File: src/design/rtphp_pkg.sv
// ----------------------------------------------------------------------------
// rtphp_pkg: shared types and constants of the RTP header parser
// Beat structs for both channels, status codes and fixed header geometry.
// ----------------------------------------------------------------------------
package rtphp_pkg;

  // Input beat: one packet byte in wire order
  typedef struct packed {
    logic [7:0] data_byte;
    logic       last_byte;
  } in_t;

  // Output beat: a CSRC word or the header summary
  typedef struct packed {
    logic [3:0]  entry;
    logic [1:0]  status;
    logic [1:0]  version;
    logic        padding;
    logic        extension;
    logic        marker;
    logic [6:0]  pt_code;
    logic [3:0]  src_count;
    logic [15:0] sequence_res;
    logic [31:0] timestamp;
    logic [31:0] source_word;
    logic [15:0] payload_offset;
  } out_t;

  // Status codes of a summary beat
  localparam logic [1:0] StOk        = 2'd0;
  localparam logic [1:0] StTooShort  = 2'd1;
  localparam logic [1:0] StBadVer    = 2'd2;
  localparam logic [1:0] StExtTrunc  = 2'd3;

  // Entry code that marks the header summary
  localparam logic [3:0] SummaryEntry = 4'd15;

  // Fixed header geometry
  localparam int unsigned CountW  = 16;
  localparam logic [CountW-1:0] CountMax = '1;
  localparam logic [6:0]  BaseLen = 7'd12;
  localparam logic [1:0]  MaxVer  = 2'd2;

endpackage

File: src/design/rtphp_field_capture.sv
// ----------------------------------------------------------------------------
// rtphp_field_capture: per-byte header field capture
// Counts packet bytes, captures fields at fixed offsets, assembles CSRC
// words and builds the summary beat on the last byte.
// ----------------------------------------------------------------------------
module rtphp_field_capture (
  input  logic            clk_i,
  input  logic            rst_ni,
  input  logic            accept_i,
  input  rtphp_pkg::in_t  item_i,
  output logic            res_valid_o,
  output rtphp_pkg::out_t res_o
);
  import rtphp_pkg::*;

  logic [CountW-1:0] byte_count_q, byte_count_d;
  logic [7:0]        first_byte_q, first_byte_d;
  logic [7:0]        second_byte_q, second_byte_d;
  logic [15:0]       sequence_q, sequence_d;
  logic [31:0]       timestamp_q, timestamp_d;
  logic [31:0]       source_q, source_d;
  logic [31:0]       word_shift_q, word_shift_d;
  logic [15:0]       ext_words_q, ext_words_d;

  logic [7:0]        b;
  logic [CountW-1:0] idx;
  logic [CountW-1:0] n;
  logic [6:0]        csrc_end;
  logic [CountW-1:0] csrc_end_w;
  logic              in_csrc;
  logic              have_word;
  logic [4:0]        word_idx;
  logic              xbit;
  logic              ext_full;
  logic [15:0]       ew;
  logic [18:0]       offset;
  logic [1:0]        status;

  assign b   = item_i.data_byte;
  assign idx = byte_count_q;

  // Capture fields at their fixed positions
  always_comb begin
    first_byte_d  = first_byte_q;
    second_byte_d = second_byte_q;
    sequence_d    = sequence_q;
    timestamp_d   = timestamp_q;
    source_d      = source_q;
    if (idx == CountW'(0)) begin
      first_byte_d = b;
    end else if (idx == CountW'(1)) begin
      second_byte_d = b;
    end else if (idx < CountW'(4)) begin
      sequence_d = {sequence_q[7:0], b};
    end else if (idx < CountW'(8)) begin
      timestamp_d = {timestamp_q[23:0], b};
    end else if (idx < CountW'(12)) begin
      source_d = {source_q[23:0], b};
    end
  end

  // CSRC list ends at 12 + 4*CC
  assign csrc_end   = BaseLen + {1'b0, first_byte_d[3:0], 2'b00};
  assign csrc_end_w = CountW'(csrc_end);
  assign in_csrc    = (idx >= CountW'(BaseLen)) && (idx < csrc_end_w);
  assign have_word  = in_csrc && (idx[1:0] == 2'b11);
  assign word_idx   = idx[6:2] - 5'd3;

  always_comb begin
    word_shift_d = word_shift_q;
    ext_words_d  = ext_words_q;
    if (in_csrc) begin
      word_shift_d = {word_shift_q[23:0], b};
    end
    if ((idx == csrc_end_w + CountW'(2)) || (idx == csrc_end_w + CountW'(3))) begin
      ext_words_d = {ext_words_q[7:0], b};
    end
  end

  // Saturating byte count after this byte
  assign n = (byte_count_q == CountMax) ? byte_count_q : byte_count_q + CountW'(1);

  // Summary arithmetic
  assign xbit     = first_byte_d[4];
  assign ext_full = n >= csrc_end_w + CountW'(4);
  assign ew       = ext_full ? ext_words_d : 16'd0;
  assign offset   = 19'(csrc_end) + (xbit ? (19'd4 + {1'b0, ew, 2'b00}) : 19'd0);

  always_comb begin
    if (n < csrc_end_w) begin
      status = StTooShort;
    end else if (first_byte_d[7:6] > MaxVer) begin
      status = StBadVer;
    end else if (xbit && (!ext_full || (19'(n) < offset))) begin
      status = StExtTrunc;
    end else begin
      status = StOk;
    end
  end

  // Result beat
  always_comb begin
    res_o       = '0;
    res_valid_o = 1'b0;
    if (accept_i && item_i.last_byte) begin
      res_valid_o          = 1'b1;
      res_o.entry          = SummaryEntry;
      res_o.status         = status;
      res_o.version        = first_byte_d[7:6];
      res_o.padding        = first_byte_d[5];
      res_o.extension      = first_byte_d[4];
      res_o.src_count      = first_byte_d[3:0];
      if (n >= CountW'(2)) begin
        res_o.marker       = second_byte_d[7];
        res_o.pt_code      = second_byte_d[6:0];
      end
      if (n >= CountW'(4)) begin
        res_o.sequence_res = sequence_d;
      end
      if (n >= CountW'(8)) begin
        res_o.timestamp    = timestamp_d;
      end
      if (n >= CountW'(12)) begin
        res_o.source_word  = source_d;
      end
      res_o.payload_offset = (offset > 19'hFFFF) ? 16'hFFFF : offset[15:0];
    end else if (accept_i && have_word) begin
      res_valid_o       = 1'b1;
      res_o.entry       = word_idx[3:0];
      res_o.source_word = word_shift_d;
    end
  end

  // Restart the count on the last byte; field registers load on each accepted byte
  assign byte_count_d = item_i.last_byte ? '0 : n;

  always_ff @(posedge clk_i or negedge rst_ni) begin
    if (!rst_ni) begin
      byte_count_q <= '0;
    end else if (accept_i) begin
      byte_count_q <= byte_count_d;
    end
  end

  always_ff @(posedge clk_i) begin
    if (accept_i) begin
      first_byte_q  <= first_byte_d;
      second_byte_q <= second_byte_d;
      sequence_q    <= sequence_d;
      timestamp_q   <= timestamp_d;
      source_q      <= source_d;
      word_shift_q  <= word_shift_d;
      ext_words_q   <= ext_words_d;
    end
  end

  a_last_clears: assert property (@(posedge clk_i) disable iff (!rst_ni)
    accept_i && item_i.last_byte |=> byte_count_q == '0)
    else $error("byte count not cleared after last byte");

  a_count_step: assert property (@(posedge clk_i) disable iff (!rst_ni)
    accept_i && !item_i.last_byte && (byte_count_q != CountMax)
    |=> byte_count_q == $past(byte_count_q) + CountW'(1))
    else $error("byte count did not advance");

  a_csrc_clean: assert property (@(posedge clk_i) disable iff (!rst_ni)
    res_valid_o && (res_o.entry != SummaryEntry)
    |-> (res_o.status == StOk) && (res_o.payload_offset == 16'd0)
        && (res_o.timestamp == 32'd0))
    else $error("CSRC beat carries summary fields");

endmodule

File: src/design/rtphp_out_buf.sv
// ----------------------------------------------------------------------------
// rtphp_out_buf: output register with skid stage
// Holds result beats so the input side keeps flowing while the output
// is stalled, until the skid stage is also full.
// ----------------------------------------------------------------------------
module rtphp_out_buf (
  input  logic            clk_i,
  input  logic            rst_ni,
  input  logic            push_i,
  input  rtphp_pkg::out_t push_data_i,
  output logic            full_o,
  output logic            out_valid_o,
  input  logic            out_stall_i,
  output rtphp_pkg::out_t out_data_o
);
  import rtphp_pkg::*;

  logic main_valid_q, main_valid_d;
  logic skid_valid_q, skid_valid_d;
  out_t main_q, main_d;
  out_t skid_q, skid_d;
  logic take;

  assign take = main_valid_q && !out_stall_i;

  always_comb begin
    main_valid_d = main_valid_q;
    skid_valid_d = skid_valid_q;
    main_d       = main_q;
    skid_d       = skid_q;
    if (take) begin
      // advance skid into the output register
      main_valid_d = skid_valid_q;
      main_d       = skid_q;
      skid_valid_d = 1'b0;
    end
    if (push_i) begin
      if (!main_valid_d) begin
        main_valid_d = 1'b1;
        main_d       = push_data_i;
      end else begin
        skid_valid_d = 1'b1;
        skid_d       = push_data_i;
      end
    end
  end

  always_ff @(posedge clk_i or negedge rst_ni) begin
    if (!rst_ni) begin
      main_valid_q <= 1'b0;
      skid_valid_q <= 1'b0;
    end else begin
      main_valid_q <= main_valid_d;
      skid_valid_q <= skid_valid_d;
    end
  end

  always_ff @(posedge clk_i) begin
    main_q <= main_d;
    skid_q <= skid_d;
  end

  assign full_o      = skid_valid_q;
  assign out_valid_o = main_valid_q;
  assign out_data_o  = main_q;

  a_skid_behind_main: assert property (@(posedge clk_i) disable iff (!rst_ni)
    skid_valid_q |-> main_valid_q)
    else $error("skid holds a beat while output register is empty");

  a_push_to_skid: assert property (@(posedge clk_i) disable iff (!rst_ni)
    push_i && main_valid_q && !take |=> skid_valid_q)
    else $error("beat lost on push into a stalled output");

  a_skid_drains: assert property (@(posedge clk_i) disable iff (!rst_ni)
    take && skid_valid_q |=> main_valid_q && !skid_valid_q)
    else $error("skid beat not advanced");

endmodule

File: src/design/rtp_header_parser.sv
// ----------------------------------------------------------------------------
// rtp_header_parser: RTP fixed-header parser, one byte per beat
// Extracts the fixed header fields, emits each CSRC word as it completes and
// a header summary with status and payload offset on the last byte.
// ----------------------------------------------------------------------------
//
//   Channel  Direction  Handshake              Beat
//   in       sink       in_valid_i/in_stall_o  rtphp_pkg::in_t  (byte, last flag)
//   out      source     out_valid_o/out_stall_i rtphp_pkg::out_t (CSRC or summary)
//
// One byte is taken every cycle while in_stall_o is low; its result, if any,
// is registered in the output register, or in the skid stage under stall.
// The byte counter and field capture sit between the input handshake and the
// output register; the output register plus a skid stage decouple the sides.
// in_stall_o rises only while both output register and skid stage are full.
// Reset clears the byte counter and both output valid flags.
// ----------------------------------------------------------------------------
module rtp_header_parser (
  input  logic            clk_i,
  input  logic            rst_ni,
  input  logic            in_valid_i,
  output logic            in_stall_o,
  input  rtphp_pkg::in_t  in_data_i,
  output logic            out_valid_o,
  input  logic            out_stall_i,
  output rtphp_pkg::out_t out_data_o
);
  import rtphp_pkg::*;

  logic accept;
  logic res_valid;
  out_t res;
  logic buf_full;

  // Hold off input only when no slot is left for a result
  assign in_stall_o = buf_full;
  assign accept     = in_valid_i && !in_stall_o;

  // Count bytes and capture fields; build a result beat combinationally
  rtphp_field_capture u_capture (
    .clk_i       (clk_i),
    .rst_ni      (rst_ni),
    .accept_i    (accept),
    .item_i      (in_data_i),
    .res_valid_o (res_valid),
    .res_o       (res)
  );

  // Register the result beat; a skid stage absorbs one beat under stall
  rtphp_out_buf u_out_buf (
    .clk_i       (clk_i),
    .rst_ni      (rst_ni),
    .push_i      (res_valid),
    .push_data_i (res),
    .full_o      (buf_full),
    .out_valid_o (out_valid_o),
    .out_stall_i (out_stall_i),
    .out_data_o  (out_data_o)
  );

endmodule

File: config.mk
export PLATFORM = sky130hd
export DESIGN_NAME = rtp_header_parser
export DESIGN_NICKNAME = d
export VERILOG_FILES = /design/src/design/rtphp_pkg.sv /design/src/design/rtphp_field_capture.sv /design/src/design/rtphp_out_buf.sv /design/src/design/rtp_header_parser.sv
export SDC_FILE = /design/constraint.sdc
export NUM_CORES = 1
export LEC_CHECK = 0
export ABC_AREA = 1
export BUFFER_PORTS_ARGS = -buffer_cell sky130_fd_sc_hd__buf_2
export CAP_MARGIN = 30
export CORE_MARGIN = 5
export CORE_UTILIZATION = 40
export CTS_CLUSTER_DIAMETER = 50
export DETAILED_ROUTE_END_ITERATION = 7
export SKIP_CTS_REPAIR_TIMING = 1
export SYNTH_ARGS = -nofsm -noshare
export SYNTH_HDL_FRONTEND = slang
export SYNTH_SLANG_ARGS = --single-unit
File: constraint.sdc
create_clock -name clk_i -period 16 [get_ports clk_i]
set_input_delay 4.8 -clock clk_i [delete_from_list [all_inputs] [get_ports clk_i]]
set_output_delay 4.8 -clock clk_i [all_outputs]
set_load 0.005 [all_outputs]
==> results of run 1 <==
## routing by layer
| metal | GRT usage [%] | wire (um) | vias up |
|---|---|---|---|
| met4 | 4.784 | 1104 | 0 |
| li1 | - | - | 7191 |
| met2 | 30.56 | 23550 | 348 |
| met1 | 26.71 | 23840 | 6952 |
| met3 | 3.478 | 2526 | 73 |
| met5 | 0 | 0 | - |
## kinds of logic (layout without fill, tap and decap cells)
group	after synthesis	in the layout
flops	397	397
fa+ha+maj	35	35
xor+xnor	18	18
mux	52	52
compound gates	352	352
simple gates	878	878
other cells	1	1
buf+inv	358	518
## power breakdown
group          internal, mW  switching, mW  leakage [nW]  total (mW)
logic                 0.458          0.878          5.20        1.34
registers              1.47          0.149          3.71        1.62
clock network         0.650          0.457         0.806        1.11
total                  2.58           1.48          9.72        4.06
## stage by stage
step / worst slack, ps / hold WS (ps) / cell area [um^2]
floorplan: 2982 / 455.9 / 19100
global placement: 5354 / 454.2 / 20320
detailed placement: 5121 / 459.4 / 20370
CTS: 5670 / 472.3 / 22010
global route: 4901 / 498.2 / 22080
finish: 5555 / 469.8 / 22080
## cell usage in the layout, fill, tap and decap left out, types with 23 or more instances in the layout
cell type    n
o21ai_1     23
o21ai_0    140
nor2_2      24
edfxtp_1   261
mux2_2      32
nand3_1     44
a21oi_1     60
ha_1        34
nor2_1     256
buf_2      132
clkbuf_16   51
inv_1      259
dfxtp_1    118
a31oi_1     76
nand2_1    463
## worst min path at each step
| stage | endpoint | depth (start not counted) | start |
|---|---|---|---|
| after floorplan | u_out_buf.out_data_o[25]$_DFF_P_ | 2 | u_out_buf.out_data_o[25]$_DFF_P_ |
| after global placement | u_out_buf.out_data_o[25]$_DFF_P_ | 2 | u_out_buf.out_data_o[25]$_DFF_P_ |
| after detailed placement | u_out_buf.out_data_o[25]$_DFF_P_ | 2 | u_out_buf.out_data_o[25]$_DFF_P_ |
| after CTS | u_out_buf.out_data_o[25]$_DFF_P_ | 2 | u_out_buf.out_data_o[25]$_DFF_P_ |
| after global routing | u_out_buf.out_data_o[86]$_DFF_P_ | 2 | u_out_buf.out_data_o[86]$_DFF_P_ |
| final | u_out_buf.out_data_o[25]$_DFF_P_ | 2 | u_out_buf.out_data_o[25]$_DFF_P_ |
## worst max-delay path, delay by kind of cell
family	cells	cell delay [ps]
buf+inv	5	860
fa+ha+maj	4	1010
compound gates	13	2200
xor+xnor	1	260
simple gates	15	1710
## cell type report
class | instances | area, um^2 | area share [%]
sequential | 397 | 10650 | 48.22
multi-input combinational | 1336 | 7067 | 32.00
clock buffer | 71 | 1431 | 6.481
inverter | 268 | 1027 | 4.651
timing repair buffer | 158 | 927.1 | 4.198
tap | 615 | 769.5 | 3.484
clock inverter | 21 | 212.7 | 0.9631
## flip-flops by register name (all words and copies together), names as in the netlist
signal                   cells
u_capture.word_shift_q      32
u_capture.ext_words_q       16
u_capture.source_q          32
u_capture.byte_count_q      16
u_capture.first_byte_q       8
u_out_buf.full_o             1
u_out_buf.skid_q           117
u_capture.second_byte_q      8
u_out_buf.out_valid_o        1
u_capture.timestamp_q       32
u_capture.sequence_q        16
u_out_buf.out_data_o       118
==> flow_summary.yaml, run 1 <==
run_status:
  run_status: "completed"
yosys:
  yosysUniqueCellTypes: 59
  synthesis.instances: 2091
  ys_dominant_reg_cell: "edfxtp_1"
  netlist.top_cell.by_area: "edfxtp_1"
  synth_top_family_by_area: "simple AND/OR/NAND/NOR gates"
  asyncSetResetFlopFracSynth_pct: 4.534
  netlist_area_um2: 19100
  netlist.area_leader.share_pct: 41.04
  post_synth.cell_area_avg_um2: 9.134
  synth_simple_gate_area_share_pct: 19.88
  synthesis.yosys.warnings: 0
  yosys.area_share.adder_pct: 2.332
  yosysMostFrequentCell: "nand2_1"
  synth_top_cells_by_count: "nand2_1 (464), nor2_1 (263), edfxtp_1 (261), inv_1 (260), o21ai_0 (142)"
  synthesis.nets: 2139
  number_of_enable_flip_flop_cells_after_synthesis: 261
  number_of_synthesized_register_bits: 397
  synthMuxAreaShare_pct: 2.935
  xor_and_xnor_fraction_of_the_mapped_netlist_area_pct: 0.8255
  synth-compound-area-share_pct: 10.77
  synth_sequential_area_ratio_pct: 55.77
  post_synth_main_area_contributors: "edfxtp_1 (41%), dfxtp_1 (12%), nand2_1 (9.1%)"
die:
  floorplan.die.width_um: 228.5
  initial_utilization_pct: 40.25
  num_rows: 80
  fp.coreArea_um2: 47450
  die-area_um2: 52220
  num_io_pins: 133
  chipHeight_um: 228.5
setup_path:
  critical_path_peak_fanout: 14
  worst-r2r-cell-count: 39
  worst_r2r_startpoint: "u_capture.byte_count_q[3]$_DFFE_PN0P_"
  critPathMaxStageDelay_ps: 410
  setup.worst_path.start: "in_data_i[2]"
  critical-path-slowest-cell: "o21ai_0"
  endpoint_kind: "flip-flop"
  worst_path_class_setup: "input pin to flip-flop"
  critPathRequiredTime_ps: 16420
  worstSetupStartpointType: "input pin"
  worst_r2r_endpoint: "u_out_buf.skid_q[112]$_DFFE_PP_"
  crit_path_end: "u_out_buf.skid_q[112]$_DFFE_PP_"
  ff2ff_setup_slack_ps: 8330
  worst_path_most_repeated_cell: "a21oi_1"
  critical_path_arrival_ps: 10860
placement:
  dpl.hpwl_mm: 34.46
  gp_routability_congestion: 0.8726
  placed_cells: 2771
  io_buffer_count: 132
layout:
  nets: 2258
  final_layout_size_suffix_gt1_share_pct: 16.57
  nFillCells: 4539
  fin_util_pct: 46.55
  antenna_cells_inserted: 0
  syn_to_final_growth_pct: 15.64
  final-instance-count-excl-fill: 2866
detailed_routing:
  total_detailed_routing_wirelength_mm: 51.02
  drt_iter0_markers: 1187
  vias_per_cell: 5.082
  drt_pass1_iterations: 5
  drtAntennaViolNets: 0
  num_vias: 14564
  avgRoutedWirePerCell_um: 17.80
  post-route-drc-count: 0
timing:
  slew-limit-headroom_pct: 35.67
  layout_min_cycle_time_ps: 10440
  worst_clock_skew_ps: 32.78
  grt_setup_unrepaired: "false"
  drv_slew: 0
  fmax_ghz: 0.09574
  fin_tns_setup_ps: 0
  worst_slew_pin_slew_ps: 963.9
  final-setup-viol-count: 0
  layout_worst_path_cycle_share_pct: 65.28
  finalHoldViolations: 0
worst_hold_path:
  hold_class: "flip-flop to flip-flop"
grt:
  vias_in_the_first_global_route: 14135
  globalRouteOverflowTotal: 0
  grt_antenna_before_repair: 1
  gr-usage-all-layers_pct: 18.98
  grt_pass1_wl_mm: 80.64
  grt_start_max_net_pins: 98
power_and_ir_drop:
  post-layout-total-power_mw: 4.065
  leakagePower_nw: 9.716
  ir_worst_vdd_v: 0.00007814
  power.density_cell_area_nw_per_um2: 184.1
cts:
  clock_tree.buffer_depth: 3
  cts_tree: "built"
  clock-root-buffer: "clkbuf_16"
  clock_insertion_delay_worst_skew_ps: 600
  clkSlewWorstSetupHoldPaths_ps: 60
  cts-htree-levels: 2
  cts_made_buffers: 49
  clock_sinks: 397
run:
  drv_cap: 0
No activity file was read; power rests on OpenSTA's default activity.
==> inputs of run 2 (changes only) <==
- clock period: 16 -> 10.3 ns (I/O delays scaled with it)
==> flow_summary.yaml, run 2 (same netlist as run 1, synthesis figures left out) <==
setup_path:
  critPathMaxStageDelay_ps: 400
  critPathRequiredTime_ps: 10820
  critical_path_peak_fanout: 14
  worst_path_most_repeated_cell: "nand2_1"
  worst-r2r-cell-count: 42
  endpoint_kind: "flip-flop"
  crit_family: "simple AND/OR/NAND/NOR gates"
  worstSetupStartpointType: "input pin"
  critical_path_arrival_ps: 9270
  number_of_logic_stages_on_the_critical_path_including_buffering: 41
  worst_path_class_setup: "input pin to flip-flop"
  worst-path-buf-inv: 5
  critical-path-slowest-cell: "nand3_2"
timing:
  final-setup-viol-count: 0
  final.hold.worst_slack_ps: 466.7
  slew-limit-headroom_pct: 33.01
  layout_min_cycle_time_ps: 8746
  finalHoldViolations: 0
  fmax_ghz: 0.1143
  drv_slew: 0
  fin_tns_setup_ps: 0
  layout_worst_path_cycle_share_pct: 84.91
  worst_slew_pin_slew_ps: 1001
  worst_slack_ps: 1554
  grt_setup_unrepaired: "false"
  worst_clock_skew_ps: 26.41
die:
  floorplan.die.width_um: 228.5
  fp.coreArea_um2: 47450
  chipHeight_um: 228.5
  num_io_pins: 133
  num_rows: 80
  die-area_um2: 52220
  initial_utilization_pct: 40.25
placement:
  gp_routability_congestion: 0.8606
  dpl.hpwl_mm: 33.99
  worst_setup_slack_post_dpl_ps: 1028
  io_buffer_count: 132
power_and_ir_drop:
  ir_worst_vdd_v: 0.0001474
  pwr-share-clk_pct: 26.7
  switchingPower_mw: 2.252
  part_of_the_total_power_dissipated_in_sequential_elements_pct: 40.5
  intPower_mw: 3.973
  pwr-share-comb_pct: 32.8
  leakagePower_nw: 9.653
  power.density_cell_area_nw_per_um2: 283.4
  power.switching_fraction_pct: 36.17
worst_hold_path:
  min_path_cells: 2
  hold_class: "flip-flop to flip-flop"
cts:
  clock_tree.buffer_depth: 3
  clock_insertion_delay_worst_skew_ps: 580
  clkSlewWorstSetupHoldPaths_ps: 60
  cts-htree-levels: 2
  clock_sinks: 397
  cts_tree: "built"
  cts_made_buffers: 47
  clock-root-buffer: "clkbuf_16"
run:
  drv_cap: 0
grt:
  vias_in_the_first_global_route: 13783
  grt_start_max_net_pins: 88
  gr-usage-all-layers_pct: 18.45
  grt_pass1_wl_mm: 78.22
  grt_antenna_before_repair: 0
  globalRouteOverflowTotal: 0
layout:
  nets: 2251
  final_layout_size_suffix_gt1_share_pct: 16.15
  largest_register_ffs: 118
  antenna_cells_inserted: 0
  nFillCells: 4534
  mostFrequentLayoutCell: "nand2_1"
  fin_util_pct: 46.29
  syn_to_final_growth_pct: 15.00
  most_frequent_cells_in_the_layout: "nand2_1 (463), edfxtp_1 (261), inv_1 (259)"
  multiInputGateArea_um2: 7067
  area.sequential_um2: 10650
detailed_routing:
  drt_pass1_iterations: 6
  avgRoutedWirePerCell_um: 17.44
  drt_iter0_markers: 1086
  total_detailed_routing_wirelength_mm: 49.84
  vias_per_cell: 5.058
  post-route-drc-count: 0
  drtAntennaViolNets: 0
  num_vias: 14450
run_status:
  run_status: "completed"
-- run 2: cell types whose count changed in the layout (fill, tap and decap cells not counted), sizes merged --
cell | previous run | this run
clkinv | 11 | 21
bufinv | 1 | 2
clkbuf | 71 | 60
inv | 276 | 272
buf | 158 | 153
-- run 2: power groups by stage --
stage          Sequential [mW]  Clock [mW]  Combinational, mW
2_1_floorplan             2.53           0               1.37
3_3_place_gp              2.54           0               2.03
3_5_place_dp              2.56           0               2.05
4_1_cts                   2.53        1.71               2.06
5_1_grt                   2.58        1.78               2.32
6_report                  2.52        1.66               2.04
-- run 2: worst paths after layout --
check | startpoint | endpoint | slack, ps
hold reg to reg | u_out_buf.out_data_o[29]$_DFF_P_ | u_out_buf.out_data_o[29]$_DFF_P_ | 470
setup reg to reg | u_capture.byte_count_q[3]$_DFFE_PN0P_ | u_out_buf.out_data_o[112]$_DFF_P_ | 2840
max in group asynchronous | rst_ni | u_capture.byte_count_q[7]$_DFFE_PN0P_ | 7490
hold / removal | u_out_buf.out_data_o[29]$_DFF_P_ | u_out_buf.out_data_o[29]$_DFF_P_ | 470
min in group asynchronous | rst_ni | u_out_buf.full_o$_DFF_PN0_ | 2460
setup / recovery | in_data_i[2] | u_out_buf.out_data_o[112]$_DFF_P_ | 1550
-- run 2: area by class of cell --
class	count	share of cell area (%)
Clock inverter	28	1.031
Multi-Input combinational cell	1336	32.18
Timing Repair Buffer	153	3.965
Clock buffer	60	6.153
Sequential cell	397	48.49
Tap cell	615	3.504
Inverter	268	4.677
-- run 2: worst reg2reg max path, delay by kind of cell, from the launching register on --
| family | cells | cell delay (ps) |
|---|---|---|
| AO/OA/AOI/OAI | 9 | 1730 |
| XOR/XNOR | 1 | 280 |
| adder cells (fa/ha/maj) | 5 | 1480 |
| buffers and inverters | 5 | 820 |
| flip-flops | 1 | 540 |
| AND/OR/NAND/NOR | 22 | 2550 |
-- run 2: through the flow --
step	power [mW]	instance area, um^2	std cells
2_1_floorplan	3.893	19100	2091
3_3_place_gp	4.571	20310	2766
3_5_place_dp	4.603	20380	2769
4_1_cts	6.294	21960	2857
5_1_grt	6.677	21960	2857
6_report	6.225	21960	2857
-- run 2: routing by layer --
layer  up-vias  track usage (%)  part of all wire [%]
met3        71            2.894                   4.6
li1       7155                -                     -
met5         -                0                     0
met4         0            5.634                   2.6
met1      6879            25.31                    46
met2       345            30.31                    47
==> inputs of run 3 (changes only) <==
- clock period: 10.3 -> 8.74 ns (I/O delays scaled with it)
==> flow_summary.yaml, run 3 (same netlist as run 1, synthesis figures left out) <==
layout:
  area.sequential_um2: 10650
  fin_util_pct: 47.00
  largest_register_ffs: 118
  antenna_cells_inserted: 0
  syn_to_final_growth_pct: 16.77
  multiInputGateArea_um2: 7071
  final_layout_size_suffix_gt1_share_pct: 17.10
  mostFrequentLayoutCell: "nand2_1"
  nets: 2263
  nFillCells: 4547
  final_cell_area_um2: 22300
  most_frequent_cells_in_the_layout: "nand2_1 (463), edfxtp_1 (261), inv_1 (259)"
die:
  num_io_pins: 133
  initial_utilization_pct: 40.25
  die-area_um2: 52220
  floorplan.die.width_um: 228.5
  num_rows: 80
  chipHeight_um: 228.5
  fp.coreArea_um2: 47450
cts:
  cts_tree: "built"
  clkSlewWorstSetupHoldPaths_ps: 60
  clock_tree.buffer_depth: 3
  clock_insertion_delay_worst_skew_ps: 590
  clock-root-buffer: "clkbuf_16"
  cts-htree-levels: 2
  clock_sinks: 397
  cts_made_buffers: 50
power_and_ir_drop:
  leakagePower_nw: 9.826
  power.density_cell_area_nw_per_um2: 342.5
  pwr-share-comb_pct: 32.5
  pwr-share-clk_pct: 28.5
  post-layout-total-power_mw: 7.639
  ir_worst_vdd_v: 0.0001470
  intPower_mw: 4.887
  power.switching_fraction_pct: 36.02
  part_of_the_total_power_dissipated_in_sequential_elements_pct: 39.1
  switchingPower_mw: 2.752
setup_path:
  critical_path_arrival_ps: 8250
  worstSetupStartpointType: "input pin"
  critical-path-slowest-cell: "a2111oi_0"
  critPathMaxStageDelay_ps: 340
  critPathRequiredTime_ps: 9160
  worst_path_class_setup: "input pin to flip-flop"
  critical_path_peak_fanout: 10
  worst-path-buf-inv: 6
  worst_r2r_startpoint: "u_capture.byte_count_q[3]$_DFFE_PN0P_"
  endpoint_kind: "flip-flop"
  worst_path_most_repeated_cell: "nand2_1"
  setup.worst_path.start: "in_data_i[2]"
  crit_family: "simple AND/OR/NAND/NOR gates"
timing:
  fin_tns_setup_ps: 0
  finalHoldViolations: 0
  fmax_ghz: 0.1277
  drv_slew: 0
  grt_setup_unrepaired: "false"
  slew-limit-headroom_pct: 33.29
  worst_slew_pin_slew_ps: 999.6
  layout_worst_path_cycle_share_pct: 89.60
  worst_clock_skew_ps: 20.23
  final-setup-viol-count: 0
  layout_min_cycle_time_ps: 7831
detailed_routing:
  avgRoutedWirePerCell_um: 17.90
  total_detailed_routing_wirelength_mm: 51.42
  drtAntennaViolNets: 0
  drt_iter0_markers: 989
  num_vias: 14632
  post-route-drc-count: 0
  vias_per_cell: 5.095
  drt_pass1_iterations: 5
grt:
  globalRouteOverflowTotal: 0
  vias_in_the_first_global_route: 14039
  gr-usage-all-layers_pct: 19.14
  grt_start_max_net_pins: 118
  grt_pass1_wl_mm: 80.61
  grt_antenna_before_repair: 0
run:
  drv_cap: 0
worst_hold_path:
  hold_class: "flip-flop to flip-flop"
  hold_path.startpoint: "u_out_buf.out_data_o[33]$_DFF_P_"
placement:
  dpl.hpwl_mm: 34.94
  io_buffer_count: 132
  gp_routability_congestion: 0.8982
  dpl_cell_area_um2: 20490
run_status:
  run_status: "completed"
-- run 3: cell types whose count changed in the layout (fill, tap and decap cells not counted), moves of 2 or more --
cell,previous run,this run
bufinv_16,2,5
clkinv_1,11,4
buf_4,18,22
inv_6,4,8
clkbuf_16,52,54
inv_8,2,4
buf_12,1,4
clkbuf_8,2,4
-- run 3: worst register-to-register path, delay by kind of cell (launching register included) --
kind	cells	cell delay (ps)
DFF	1	560
and+or+nand+nor	19	2080
adders and majority gates	5	1500
buffers and inverters	6	800
AOI/OAI and AO/OA	11	2080
-- run 3: layout make-up --
type | count | area share, %
multi-input combinational | 1336 | 31.70
sequential | 397 | 47.76
clock inverter | 31 | 1.593
tap | 615 | 3.450
inverter | 268 | 4.606
timing repair buffer | 162 | 4.500
clock buffer | 63 | 6.390
-- run 3: worst paths after layout --
kind / to / slack [ps] / depth (start not counted)
setup / recovery: u_out_buf.skid_q[112]$_DFFE_PP_ / 910 / 39
hold / removal: u_out_buf.out_data_o[33]$_DFF_P_ / 460 / 2
setup reg to reg: u_out_buf.skid_q[112]$_DFFE_PP_ / 1590 / 41
hold reg to reg: u_out_buf.out_data_o[33]$_DFF_P_ / 460 / 2
max in group asynchronous: u_capture.byte_count_q[6]$_DFFE_PN0P_ / 6410 / 1
min in group asynchronous: u_out_buf.full_o$_DFF_PN0_ / 1990 / 1
-- run 3: metrics by stage --
| step | worst slack, ps | std cells | hold WS, ps |
|---|---|---|---|
| 2_1_floorplan | 1210 | 2091 | 455.9 |
| 6_report | 909.1 | 2872 | 461.4 |
| 4_1_cts | 973.6 | 2871 | 465.9 |
| 5_1_grt | 232.2 | 2872 | 482.0 |
| 3_3_place_gp | 560.5 | 2773 | 448.8 |
| 3_5_place_dp | 399.3 | 2777 | 454.4 |
-- run 3: power groups by stage --
stage	clock [mW]	combinational, mW	sequential [mW]
floorplan	0	1.61	2.97
global placement	0	2.42	3.01
detailed placement	0	2.47	3.02
CTS	2.22	2.49	2.99
global route	2.31	2.81	3.04
finish	2.17	2.48	2.98
-- run 3: routing by layer --
layer,track usage (%),up-vias,part of all wire (%)
li1,-,7210,-
met1,26.17,6977,46
met2,31.10,358,46
met3,3.230,87,5.1
met4,6.466,0,2.8
met5,0,-,0
